$ cat src/sv/ctr_pkg.sv
// Types and constants of the CAN transport reassembly core.
`timescale 1ns / 1ps
`default_nettype none
package ctr_pkg;

   localparam int LANES = 8;

   typedef struct packed {
      logic        func;
      logic [3:0]  frame_dlc;
      logic [7:0]  pci_byte;
      logic [7:0]  frame_byte1;
      logic [7:0]  frame_byte2;
      logic [7:0]  frame_byte3;
      logic [7:0]  frame_byte4;
      logic [7:0]  frame_byte5;
      logic [7:0]  frame_byte6;
      logic [7:0]  frame_byte7;
      logic [11:0] read_addr;
   } req_type;

   typedef struct packed {
      logic [2:0]  event_res;
      logic [11:0] msg_len;
      logic [7:0]  fc_byte0;
      logic [7:0]  fc_byte1;
      logic [7:0]  fc_byte2;
      logic [7:0]  read_data;
   } rsp_type;

   // bank command: write count bytes from base upward, or read at base
   typedef struct packed {
      logic            we;
      logic            rd;
      logic [11:0]     base;
      logic [2:0]      count;
      logic [7:0][7:0] data;
   } lane_cmd_type;

   localparam logic [2:0] EV_IGNORED   = 3'd0;
   localparam logic [2:0] EV_SINGLE    = 3'd1;
   localparam logic [2:0] EV_FIRST     = 3'd2;
   localparam logic [2:0] EV_CONSEC    = 3'd3;
   localparam logic [2:0] EV_DELIVERED = 3'd4;
   localparam logic [2:0] EV_ABORT     = 3'd5;
   localparam logic [2:0] EV_TOO_LONG  = 3'd6;
   localparam logic [2:0] EV_READ      = 3'd7;

   localparam logic [3:0] PCI_SINGLE = 4'h0;
   localparam logic [3:0] PCI_FIRST  = 4'h1;
   localparam logic [3:0] PCI_CONSEC = 4'h2;

   localparam logic [7:0] FC_CTS = 8'h30;

   localparam logic [1:0] CSR_FC_BS  = 2'd0;
   localparam logic [1:0] CSR_FC_ST  = 2'd1;
   localparam logic [1:0] CSR_MAX_LEN = 2'd2;

   localparam logic [7:0]  FC_BS_RESET   = 8'd0;
   localparam logic [7:0]  FC_ST_RESET   = 8'd10;
   localparam logic [11:0] MAX_LEN_RESET = 12'd4095;

endpackage
`default_nettype wire

$ cat src/sv/ctr_ram.sv
// Generic single-port RAM with registered read.
`timescale 1ns / 1ps
`default_nettype none
module ctr_ram #(
   parameter int WIDTH = 8,
   parameter int DEPTH = 512
) (
   input  wire logic                     clock,
   input  wire logic                     we,
   input  wire logic [$clog2(DEPTH)-1:0] addr,
   input  wire logic [WIDTH-1:0]         wdata,
   output logic      [WIDTH-1:0]         rdata
);

   logic [WIDTH-1:0] mem [DEPTH];
   logic [WIDTH-1:0] rdata_ff;

   always_ff @(posedge clock) begin
      if (we) begin
         mem[addr] <= wdata;
      end
      rdata_ff <= mem[addr];
   end

   assign rdata = rdata_ff;

endmodule
`default_nettype wire

$ cat src/sv/ctr_lane.sv
// One byte lane: picks its byte of a bank command and drives its RAM bank.
`timescale 1ns / 1ps
`default_nettype none
module ctr_lane #(
   parameter int LANE_IDX  = 0,
   parameter int BUF_BYTES = 4096
) (
   input  wire logic                  clock,
   input  wire logic                  access_en,
   input  wire ctr_pkg::lane_cmd_type cmd,
   output logic [7:0]                 rd_data
);
   import ctr_pkg::*;

   localparam int DEPTH = (BUF_BYTES + LANES - 1) / LANES;
   localparam int AW    = $clog2(DEPTH);

   logic [2:0]  lane_id;
   logic [2:0]  offset;
   logic        carry;
   logic [8:0]  row;
   logic        bank_we;
   logic [7:0]  bank_wdata;

   assign lane_id    = 3'(LANE_IDX);
   assign offset     = lane_id - cmd.base[2:0];
   assign carry      = lane_id < cmd.base[2:0];
   assign row        = cmd.base[11:3] + {8'd0, carry};
   assign bank_we    = access_en && cmd.we && (offset < cmd.count);
   assign bank_wdata = cmd.data[offset];

   ctr_ram #(
      .WIDTH(8),
      .DEPTH(DEPTH)
   ) u_bank (
      .clock(clock),
      .we   (bank_we),
      .addr (row[AW-1:0]),
      .wdata(bank_wdata),
      .rdata(rd_data)
   );

endmodule
`default_nettype wire

$ cat config.mk
export PLATFORM = sky130hd
export DESIGN_NAME = ctr_lane
export DESIGN_NICKNAME = d
export VERILOG_FILES = /design/src/sv/ctr_pkg.sv /design/src/sv/ctr_ram.sv /design/src/sv/ctr_lane.sv
export SDC_FILE = /design/constraint.sdc
export NUM_CORES = 2
export LEC_CHECK = 0
export BUFFER_PORTS_ARGS = -buffer_cell sky130_fd_sc_hd__buf_4
export CORE_MARGIN = 3
export CORE_UTILIZATION = 37
export CTS_BUF_LIST = sky130_fd_sc_hd__clkbuf_4 sky130_fd_sc_hd__clkbuf_8 sky130_fd_sc_hd__clkbuf_16
export CTS_CLUSTER_SIZE = 10
export DETAILED_ROUTE_END_ITERATION = 12
export PLACE_DENSITY = 0.59
export SLEW_MARGIN = 5
export SYNTH_ARGS = -nofsm -noshare
export SYNTH_HDL_FRONTEND = slang
export SYNTH_SLANG_ARGS = --single-unit
$ cat constraint.sdc
create_clock -name clock -period 15.87 [get_ports clock]
set_input_delay 0.7935 -clock clock [delete_from_list [all_inputs] [get_ports clock]]
set_output_delay 0.7935 -clock clock [all_outputs]
set_load 0.02 [all_outputs]
==> summary.txt <==
Power and ir drop
  – P_leak: roughly 54 nW
  – Logic pwr share: slightly below 9%
  – Flop pwr share: a little over half
  – P_int: between 15 and 20 mW
  – Sw frac: 22.93%
  – Max VDD drop: roughly 0.000096 V
  – PwrDens: about 130 nW/um2
  – Clock power share: about two fifths
  – Psw: 5.470 mW

Worst hold path
  – Min-Delay Path Class: input pin to flop
  – Cells on Worst Hold Path: 5
  – Worst Hold End: u_bank.rdata[1]
  – HP Start: cmd[77]

Outcome
  – Status: finished clean

Synthesis
  – Top cell type's share of synthesized area: 77.97%
  – Adder-cell share of the synthesized area: 0.04759%
  – Post-synth EDFFs: 4096
  – Mapped Cells: 7088
  – Syn nets: just over 7000
  – Largest family of logic cells by synthesized area: multiplexers
  – Async SR Flop Fraction: 0%
  – Xor-xnor portion of the synthesized cell area: less than 1%
  – Ys flop type: edfxtp_1
  – Register area share after synthesis: between 70% and 80%
  – Simple-Gate Fraction of Synth Area: ~2.1%
  – Syn Area/Cell: ~22 um2
  – Synth warn: 0
  – Synth top area cells: edfxtp_1 78%, mux4_2 15%, nor2_1 1.3%
  – Synth area leader: edfxtp_1
  – Mux contribution to synthesized area: 15.08%
  – Count of different cell masters after synthesis: 60
  – Area of the mapped netlist: approximately 160000 um2
  – Register bit count reported by yosys: between 4000 and 5000
  – Compound-gate portion of the synthesized area: 3.180%

Critical path
  – Most frequent CP cell: buf_4
  – Reg2reg start: u_bank.mem[439][4]
  – Crit path max fanout: 95
  – Worst path required time: ~17 ns
  – Reg2Reg Depth: 7
  – Critical-path top delay cell: buf_4
  – FF-to-FF setup slack: roughly 12 ns
  – Worst Path Buf+Inv: 4
  – CP Launch Type: input pin
  – RR Endpoint: u_bank.rdata[4]
  – CP max stage delay: 0.79 ns
  – Critical path type: input pin to flop
  – Setup crit end kind: flop
  – Worst EP arrival: 7.19 ns
  – Critical path's top delay family: buffers and inverters
  – CP Cell Sequence: buf_4 > or3_1 > ha_4 > ha_4 > buf_4 > buf_12 > buf_4 > mux4_2 > a221oi_1 > nor4bb_1 > a21oi_1 > nand4_1 > a21oi_1 > or4_1

Placed design
  – Dpl hpwl: between 200 and 250 mm
  – GPL Wtd Cong: 0.7854
  – # port buffers: between 80 and 90

Timing
  – Slew of the pin with the lowest slew margin: about 1.3 ns
  – Worst Skew: between 0.05 and 0.06 ns
  – Finish-stage setup viols: 0
  – Pins Over Slew Limit: 0
  – Minimum hold slack: ~0.75 ns
  – Final min period: ~6.3 ns
  – Setup TNS: 0 ns
  – Fmax: 0.1575 GHz
  – Unrepaired setup endpoints after global routing: false
  – Hold violation total from the final report: 0
  – Worst rel slew slack: 13.21%
  – Final period util: between 30% and 40%

Clock network
  – H-Tree Depth: 5
  – Clk_lat worst skew: just under 1 ns
  – Clock-pin slew on the worst setup and hold paths: ~0.060 ns
  – Root buffer cell: clkbuf_16
  – Clk sinks: around 4100
  – Post-CTS Setup Bufs: 0
  – TritonCTS buffer count: roughly 460
  – TritonCTS clock tree: yes
  – Clk buf depth: 4
  – CTS resizes: 0
  – Hold-fix buffers at CTS: 0

Floorplanning
  – DIE HEIGHT: around 660 um
  – Initial Utilization: 37.18%
  – Core footprint: 424300 um2
  – Die ar.: 434200 um2
  – # rows: between 200 and 250
  – I/O pin cnt: 91
  – Horiz. Die Dim: 659.0 um

GRT
  – Vias in the first global route: just under 80000
  – First-pass GRT wire length: between 500 and 600 mm
  – Overall routing resource usage: a little under a fifth
  – Largest net degree at the start of global routing: 190
  – Antenna violations before repair: 22
  – GRT overflow: 0

Detailed routing
  – Final ANT Viol Nets: 0
  – TritonRoute pass-1 iters: 8
  – Avg WL per Cell: roughly 30 um
  – Final wirelength: approximately 400 mm
  – Initial DRC count: around 10000
  – Via Count: 75800
  – Vias per Instance: 5.780
  – # DRC: 0

Cells and area
  – Fillers: about 36000
  – Fin nets: around 7400
  – Fraction of layout cells with a size suffix above 1: roughly a quarter
  – Area Overhead vs Synth: 12.61%
  – Final core occ: between 40% and 50%

Run
  – Max Cap Viol: 0
==> routing by layer <==
metal / part of all wire [%] / GRT usage, % / wire (um) / up-vias
met1: 40 / 24.98 / 159700 / 40980
met3: 8.9 / 3.939 / 36020 / 649
met5: 0.017 / 0 / 67 / -
li1: - / - / - / 30540
met2: 48 / 29.22 / 194400 / 3620
met4: 3.5 / 6.139 / 14140 / 10
==> metrics by stage <==
step                      instance area [um2]  setup WS, ns  cells  total power [mW]
after CTS                              177600         9.427  13100             24.04
final                                  177700         9.522  13110             23.86
after global placement                 165000         8.403  12520             14.73
after floorplan                        157800         8.989   7088             14.02
after global routing                   177600         8.993  13100             24.56
after detailed placement               165000         8.371  12520             14.79
==> worst max path at each step <==
stage	startpoint	end	slack [ns]	cells after the start
2_1_floorplan	cmd[67]	u_bank.mem[0][0]	8.99	7
3_3_place_gp	cmd[67]	u_bank.rdata[4]	8.40	12
3_5_place_dp	cmd[67]	u_bank.rdata[4]	8.37	12
4_1_cts	cmd[67]	u_bank.rdata[4]	9.43	12
5_1_grt	cmd[67]	u_bank.rdata[4]	8.99	12
6_report	cmd[67]	u_bank.rdata[3]	9.52	14
==> power groups by stage <==
stage | logic, mW | registers (mW) | clock network (mW)
2_1_floorplan | 1.25 | 12.8 | 0
3_3_place_gp | 2.09 | 12.6 | 0
3_5_place_dp | 2.15 | 12.6 | 0
4_1_cts | 2.15 | 12.4 | 9.47
5_1_grt | 2.25 | 12.4 | 9.89
6_report | 2.12 | 12.4 | 9.31
==> synthesized netlist by cell type (21+ instances only) <==
| master | n |
|---|---|
| a311oi_1 | 26 |
| buf_4 | 94 |
| nand4_1 | 26 |
| nor2_1 | 531 |
| mux4_2 | 1042 |
| nand2_1 | 132 |
| a22oi_1 | 179 |
| edfxtp_1 | 4096 |
| nor4_1 | 21 |
| a22o_1 | 64 |
| a221oi_1 | 49 |
| a21boi_0 | 29 |
| nand3_1 | 29 |
| a222oi_1 | 100 |
| a21oi_1 | 160 |
| buf_2 | 110 |
| and3_1 | 24 |
| clkbuf_1 | 229 |
==> worst min-delay path, delay by kind of cell <==
family / cells / cell delay [ns]
buffers and inverters: 2 / 0.31
AND/OR/NAND/NOR: 1 / 0.29
AO/OA/AOI/OAI: 1 / 0.16
XOR/XNOR: 1 / 0.09
==> kinds of logic (layout without fill, tap and decap cells) <==
logic type / Yosys count / in the layout
muxes: 1059 / 1059
xor gates and xnor gates: 8 / 8
and+or+nand+nor: 793 / 793
buffers and inverters: 466 / 813
DFF: 4104 / 4104
AOI/OAI and AO/OA: 652 / 652
other: 0 / 16
adders and majority gates: 6 / 6
==> flip-flops by register name (all words and copies together) (netlist names) <==
name          cells
u_bank.mem     4096
u_bank.rdata      8
==> placed cells by master (no fill, tap or decap), drive strengths merged, types with 30 or more instances in the layout <==
master	instances
a21boi	30
a21oi	160
a221oi	49
a222oi	100
a22o	64
a22oi	179
buf	228
clkbuf	539
edfxtp	4096
mux4	1051
nand2	132
nor2	531
==> area by class of cell <==
type	count	area (um2)	area share, %
Tap cell	5663	7086	3.988
Antenna cell	16	40.04	0.02254
Clock inverter	38	534.3	0.3007
Timing Repair Buffer	228	1999	1.125
Sequential cell	4104	123200	69.32
Inverter	8	30.03	0.01690
Clock buffer	539	12130	6.827
Multi-Input combinational cell	2518	32680	18.40
Note: power is estimated with default switching activity, not from simulation.
