--- src/sv/ctr_pkg.sv ---
// Types and constants of the CAN transport reassembly core.
`timescale 1ns / 1ps
`default_nettype none
package ctr_pkg;

   localparam int LANES = 8;

   typedef struct packed {
      logic        func;
      logic [3:0]  frame_dlc;
      logic [7:0]  pci_byte;
      logic [7:0]  frame_byte1;
      logic [7:0]  frame_byte2;
      logic [7:0]  frame_byte3;
      logic [7:0]  frame_byte4;
      logic [7:0]  frame_byte5;
      logic [7:0]  frame_byte6;
      logic [7:0]  frame_byte7;
      logic [11:0] read_addr;
   } req_type;

   typedef struct packed {
      logic [2:0]  event_res;
      logic [11:0] msg_len;
      logic [7:0]  fc_byte0;
      logic [7:0]  fc_byte1;
      logic [7:0]  fc_byte2;
      logic [7:0]  read_data;
   } rsp_type;

   // bank command: write count bytes from base upward, or read at base
   typedef struct packed {
      logic            we;
      logic            rd;
      logic [11:0]     base;
      logic [2:0]      count;
      logic [7:0][7:0] data;
   } lane_cmd_type;

   localparam logic [2:0] EV_IGNORED   = 3'd0;
   localparam logic [2:0] EV_SINGLE    = 3'd1;
   localparam logic [2:0] EV_FIRST     = 3'd2;
   localparam logic [2:0] EV_CONSEC    = 3'd3;
   localparam logic [2:0] EV_DELIVERED = 3'd4;
   localparam logic [2:0] EV_ABORT     = 3'd5;
   localparam logic [2:0] EV_TOO_LONG  = 3'd6;
   localparam logic [2:0] EV_READ      = 3'd7;

   localparam logic [3:0] PCI_SINGLE = 4'h0;
   localparam logic [3:0] PCI_FIRST  = 4'h1;
   localparam logic [3:0] PCI_CONSEC = 4'h2;

   localparam logic [7:0] FC_CTS = 8'h30;

   localparam logic [1:0] CSR_FC_BS  = 2'd0;
   localparam logic [1:0] CSR_FC_ST  = 2'd1;
   localparam logic [1:0] CSR_MAX_LEN = 2'd2;

   localparam logic [7:0]  FC_BS_RESET   = 8'd0;
   localparam logic [7:0]  FC_ST_RESET   = 8'd10;
   localparam logic [11:0] MAX_LEN_RESET = 12'd4095;

endpackage
`default_nettype wire

--- src/sv/ctr_ctrl.sv ---
// Frame decoder and reception state of the reassembly core.
`timescale 1ns / 1ps
`default_nettype none
module ctr_ctrl #(
   parameter int BUF_BYTES = 4096
) (
   input  wire logic                  clock,
   input  wire logic                  reset,
   input  wire logic                  decode_en,
   input  wire ctr_pkg::req_type      item,
   input  wire logic [7:0]            fc_block_size,
   input  wire logic [7:0]            fc_separation_time,
   input  wire logic [11:0]           max_msg_len,
   output ctr_pkg::lane_cmd_type      cmd,
   output ctr_pkg::rsp_type           res
);
   import ctr_pkg::*;

   logic        receiving_ff, receiving_in;
   logic [11:0] total_length_ff, total_length_in;
   logic [11:0] write_index_ff, write_index_in;
   logic [3:0]  expected_seq_ff, expected_seq_in;
   lane_cmd_type cmd_ff, cmd_in;
   rsp_type      res_ff, res_in;

   logic [3:0]  pci_type;
   logic [3:0]  pci_low;
   logic [11:0] first_len;
   logic [12:0] diff;
   logic        last_block;
   logic [2:0]  cf_count;

   assign pci_type   = item.pci_byte[7:4];
   assign pci_low    = item.pci_byte[3:0];
   assign first_len  = {pci_low, item.frame_byte1};
   assign diff       = {1'b0, total_length_ff} - {1'b0, write_index_ff};
   assign last_block = diff[12] || (diff[11:3] == 9'd0);
   assign cf_count   = diff[12] ? 3'd0 : ((diff[11:3] != 9'd0) ? 3'd7 : diff[2:0]);

   always_comb begin
      receiving_in    = receiving_ff;
      total_length_in = total_length_ff;
      write_index_in  = write_index_ff;
      expected_seq_in = expected_seq_ff;
      cmd_in.we       = 1'b0;
      cmd_in.rd       = 1'b0;
      cmd_in.base     = 12'd0;
      cmd_in.count    = 3'd0;
      cmd_in.data     = {8'h00, item.frame_byte7, item.frame_byte6, item.frame_byte5,
                         item.frame_byte4, item.frame_byte3, item.frame_byte2,
                         item.frame_byte1};
      res_in          = '0;
      res_in.event_res = EV_IGNORED;
      if (item.func) begin
         res_in.event_res = EV_READ;
         cmd_in.base      = item.read_addr;
         cmd_in.rd        = 32'(item.read_addr) < BUF_BYTES;
      end else if (item.frame_dlc != 4'd0) begin
         unique case (pci_type)
            PCI_SINGLE: begin
               if (!pci_low[3]) begin
                  receiving_in     = 1'b0;
                  total_length_in  = {8'd0, pci_low};
                  write_index_in   = 12'd0;
                  cmd_in.we        = 1'b1;
                  cmd_in.count     = pci_low[2:0];
                  res_in.event_res = EV_SINGLE;
                  res_in.msg_len   = {8'd0, pci_low};
               end
            end
            PCI_FIRST: begin
               if (item.frame_dlc >= 4'd8 && first_len >= 12'd8) begin
                  if (first_len > max_msg_len || 32'(first_len) > BUF_BYTES) begin
                     receiving_in     = 1'b0;
                     res_in.event_res = EV_TOO_LONG;
                  end else begin
                     total_length_in  = first_len;
                     write_index_in   = 12'd6;
                     expected_seq_in  = 4'd1;
                     receiving_in     = 1'b1;
                     cmd_in.we        = 1'b1;
                     cmd_in.count     = 3'd6;
                     cmd_in.data      = {8'h00, 8'h00, item.frame_byte7, item.frame_byte6,
                                         item.frame_byte5, item.frame_byte4,
                                         item.frame_byte3, item.frame_byte2};
                     res_in.event_res = EV_FIRST;
                     res_in.fc_byte0  = FC_CTS;
                     res_in.fc_byte1  = fc_block_size;
                     res_in.fc_byte2  = fc_separation_time;
                  end
               end
            end
            PCI_CONSEC: begin
               if (receiving_ff) begin
                  if (pci_low != expected_seq_ff) begin
                     receiving_in     = 1'b0;
                     res_in.event_res = EV_ABORT;
                  end else begin
                     cmd_in.we       = 1'b1;
                     cmd_in.base     = write_index_ff;
                     cmd_in.count    = cf_count;
                     write_index_in  = write_index_ff + {9'd0, cf_count};
                     expected_seq_in = expected_seq_ff + 4'd1;
                     if (last_block) begin
                        receiving_in     = 1'b0;
                        res_in.event_res = EV_DELIVERED;
                        res_in.msg_len   = total_length_ff;
                     end else begin
                        res_in.event_res = EV_CONSEC;
                     end
                  end
               end
            end
            default: begin
               res_in.event_res = EV_IGNORED;
            end
         endcase
      end
   end

   always_ff @(posedge clock) begin
      if (reset) begin
         receiving_ff    <= 1'b0;
         total_length_ff <= 12'd0;
         write_index_ff  <= 12'd0;
         expected_seq_ff <= 4'd0;
      end else if (decode_en) begin
         receiving_ff    <= receiving_in;
         total_length_ff <= total_length_in;
         write_index_ff  <= write_index_in;
         expected_seq_ff <= expected_seq_in;
      end
   end

   always_ff @(posedge clock) begin
      if (decode_en) begin
         cmd_ff <= cmd_in;
         res_ff <= res_in;
      end
   end

   assign cmd = cmd_ff;
   assign res = res_ff;

endmodule
`default_nettype wire

--- config.mk ---
export PLATFORM = sky130hd
export DESIGN_NAME = ctr_ctrl
export DESIGN_NICKNAME = d
export VERILOG_FILES = /design/src/sv/ctr_pkg.sv /design/src/sv/ctr_ctrl.sv
export SDC_FILE = /design/constraint.sdc
export NUM_CORES = 1
export LEC_CHECK = 0
export BUFFER_PORTS_ARGS = -buffer_cell sky130_fd_sc_hd__buf_2
export CORE_MARGIN = 5
export CORE_UTILIZATION = 40
export DETAILED_ROUTE_END_ITERATION = 10
export PLACE_DENSITY = 0.77
export SKIP_LAST_GASP = 1
export SLEW_MARGIN = 20
export SYNTH_ARGS = -nofsm -noshare
export SYNTH_HDL_FRONTEND = slang
export SYNTH_SLANG_ARGS = --single-unit
--- constraint.sdc ---
create_clock -name clock -period 9.4 [get_ports clock]
set_clock_uncertainty 0.05 [all_clocks]
set_input_delay 0.94 -clock clock [delete_from_list [all_inputs] [get_ports clock]]
set_output_delay 0.94 -clock clock [all_outputs]
set_load 0.01 [all_outputs]
==> summary.md <==
| Metric | Value |
|---|---|
| Status | `complete, no violations` |
| Routed WL per cell | `between 15 and 20 µm` |
| Synth top area cells | `edfxtp_1 (45%), dfxtp_1 (8.2%), mux2_2 (7.3%), ha_1 (5.1%), a21oi_1 (2.6%)` |
| First-pass DRT Iterations | `6` |
| CTS Hold Buffers Added | `0` |
| H-tree depth | `4` |
| Clk Latency, worst-skew pair | `about 0.42 ns` |
| Max Cap Viol | `0` |
| Root buffer cell | `clkbuf_16` |
| Total CTS buffers | `17` |
| Crit Path Category | `in -> reg` |
| Number of gates resized after CTS | `0` |
| Synth warn | `0` |
| Cells after synthesis | `a little over 600` |
| FF+latch area | `around 3700 µm²` |
| Worst slew pin tran | `a little under 1 ns` |
| Final hold vios | `0` |
| Top cells by count, synth | `edfxtp_1 (105), mux2_2 (46), a21oi_1 (37), inv_1 (37), nor2_1 (34)` |
| Multi-input logic area | `approximately 3000 µm²` |
| Crit path required time | `9.51 ns` |
| CP cell instances | `buf_2, ha_1, a21o_1, a221o_1, a221oi_2, o21ai_2, a21boi_2, nand2_2, inv_2, mux2_2` |
| WP data arrival | `around 4.8 ns` |
| Met1 Use GR | `a little under a quarter` |
| FMAX | `about 0.21 GHz` |
| Leakage | `between 3 and 4 nW` |
| Layout cell share with drive strength beyond 1 | `37.40%` |
| Die width | `~140 µm` |
| Crit-path leading delay family | `compound AO/OA/AOI/OAI gates` |
| Post-synth top area cell | `edfxtp_1` |
| Nets | `967` |
| Core Region | `~17000 µm²` |
| Global-route wire length before repair | `28950 µm` |
| Worst hold path class | `reg -> reg` |
| Top cell type's share of synthesized area | `around 45%` |
| Area growth, synth to finish | `24.52%` |
| Clock tree sinks | `about 130` |
| Post-route core utilization | `between 50% and 60%` |
| 1st-iter DRT viols | `~450` |
| Setup TNS | `0 ns` |
| Pin count of the biggest net entering global routing | `between 60 and 70` |
| Slew Limit Fails | `0` |
| Initial antenna violation count | `3` |
| Minimum clock period | `roughly 4.7 ns` |
| RSZ-0062 raised after global routing | `false` |
| CP endpoint kind | `flip-flop` |
| Total congestion overflow | `0` |
| GPL Wtd Cong | `~0.9` |
| Yosys reg bits | `roughly 130` |
| Post-synth EDFFs | `around 110` |
| Num rows | `48` |
| I/O Buffers | `217` |
| Synth cell types | `between 60 and 70` |
| Synth Flop Type | `edfxtp_1` |
| CTS tree | `done` |
| Drt total wl | `19620 µm` |
| CTS Buffer Depth | `2` |
| Die Span Y | `between 100 and 150 µm` |
| Via-per-instance ratio | `roughly 5.3` |
| Most common cell in the netlist | `edfxtp_1` |
| Initial Util | `40.80%` |
| Postcts setup bufs | `0` |
| Post-Syn Area | `around 7100 µm²` |
| PD cells | `between 150 and 200 nW/µm²` |
| Syn Area/Cell | `roughly 12 µm²` |
| GR Util met2 | `~29%` |
| CP Buf/Inv Count | `2` |
| Drc violations | `0` |
| DP HPWL | `between 15000 and 20000 µm` |
| Tcrit/Tclk final | `about half` |
| Via count | `5590` |
| Clock transition at path regs | `about 0.070 ns` |
| Startpoint Class | `primary input` |
| I/O Pins | `240` |
| Slew headroom | `approximately a third` |
| Post-synth ARST share | `0%` |
| Gr busiest metal | `met2` |
| Slowest-stage cell, CP | `nand2_2` |
| Max IR drop VDD | `between 150 and 200 µV` |
| Fillers | `~1500` |
| Number of nets with antenna violations after routing | `0` |
| CP peak stage delay | `around 0.76 ns` |
| Total Routing Usage GR | `between 10% and 20%` |
| GR met3 Demand/Resource | `about 6.3%` |
| Register area share after synthesis | `between 50% and 60%` |
| DIE AREA | `between 20000 and 25000 µm²` |
| # setup viols final | `0` |
| Max Fanout on Critical Path | `between 40 and 50` |
| Number of global-route vias before repair | `~5300` |
## placed cells by master, fill, tap and decap left out, types with 12 or more instances in the layout
master       n
a21oi_1     37
a22o_1      12
and2_1      20
and3_1      22
buf_2      216
clkbuf_16   17
conb_1      22
dfxtp_1     29
edfxtp_1   105
ha_1        29
inv_1       37
mux2_2      46
nand2_1     32
nand3_1     18
nor2_1      34
xnor2_1     12
## worst reg2reg max path, delay by kind of cell (launching register included)
| kind | cells | cell delay [ns] |
|---|---|---|
| compound gates | 5 | 1.10 |
| simple gates | 8 | 1.97 |
| fa+ha+maj | 2 | 0.66 |
| buf+inv | 1 | 0.07 |
| flops | 1 | 0.41 |
## cells by family after synthesis
kind of cell	after synthesis	share of synthesized area, %
and+or+nand+nor	169	12.51
DFF	134	52.72
AOI/OAI and AO/OA	124	12.46
buffers and inverters	87	6.413
muxes	51	8.057
adders and majority gates	31	5.689
xor gates and xnor gates	17	2.102
other	1	0.05295
## registers in the layout, summed over array words and instances, names as in the netlist
name and cells:
receiving_ff 1, write_index_ff 12, res 32, cmd 73, total_length_ff 12, expected_seq_ff 4
## report_power, final
part | total (mW) | switching (mW) | internal, mW
clock network | 0.647 | 0.292 | 0.355
registers | 0.683 | 0.00889 | 0.674
logic | 0.182 | 0.109 | 0.0728
## final cells by class
type | count | share of cell area [%]
sequential | 134 | 42.34
tap | 225 | 3.192
inverter | 38 | 1.617
multi-input combinational | 414 | 33.74
timing repair buffer | 219 | 12.51
clock buffer | 17 | 4.824
clock inverter | 15 | 1.745
antenna | 1 | 0.02838
## worst paths after layout
check | startpoint | to | slack (ns) | cells past startpoint
max | item[66] | cmd[47] | 4.71 | 10
max reg2reg | write_index_ff[4] | write_index_ff[9] | 5.04 | 16
min reg2reg | expected_seq_ff[3] | expected_seq_ff[3] | 0.45 | 1
min | expected_seq_ff[3] | expected_seq_ff[3] | 0.45 | 1
## per-stage QoR
| stage | hold slack, ns | cell area [µm²] | cells | setup WS, ns | total power [mW] |
|---|---|---|---|---|---|
| floorplan | 0.3946 | 7161 | 635 | 5.570 | 0.7914 |
| global placement | 0.4268 | 8237 | 1030 | 4.513 | 0.8724 |
| detailed placement | 0.4396 | 8237 | 1030 | 4.357 | 0.8766 |
| CTS | 0.4491 | 8816 | 1062 | 4.753 | 1.519 |
| global route | 0.4674 | 8816 | 1062 | 4.435 | 1.572 |
| finish | 0.4539 | 8818 | 1063 | 4.713 | 1.512 |
## layer usage
metal  vias to the layer above  routed length, µm
met5                         -                 26
met4                         6                533
met3                        52               1894
met2                       312               9273
met1                      2559               7887
li1                       2661                  -
No activity file was read; power rests on OpenSTA's default activity.
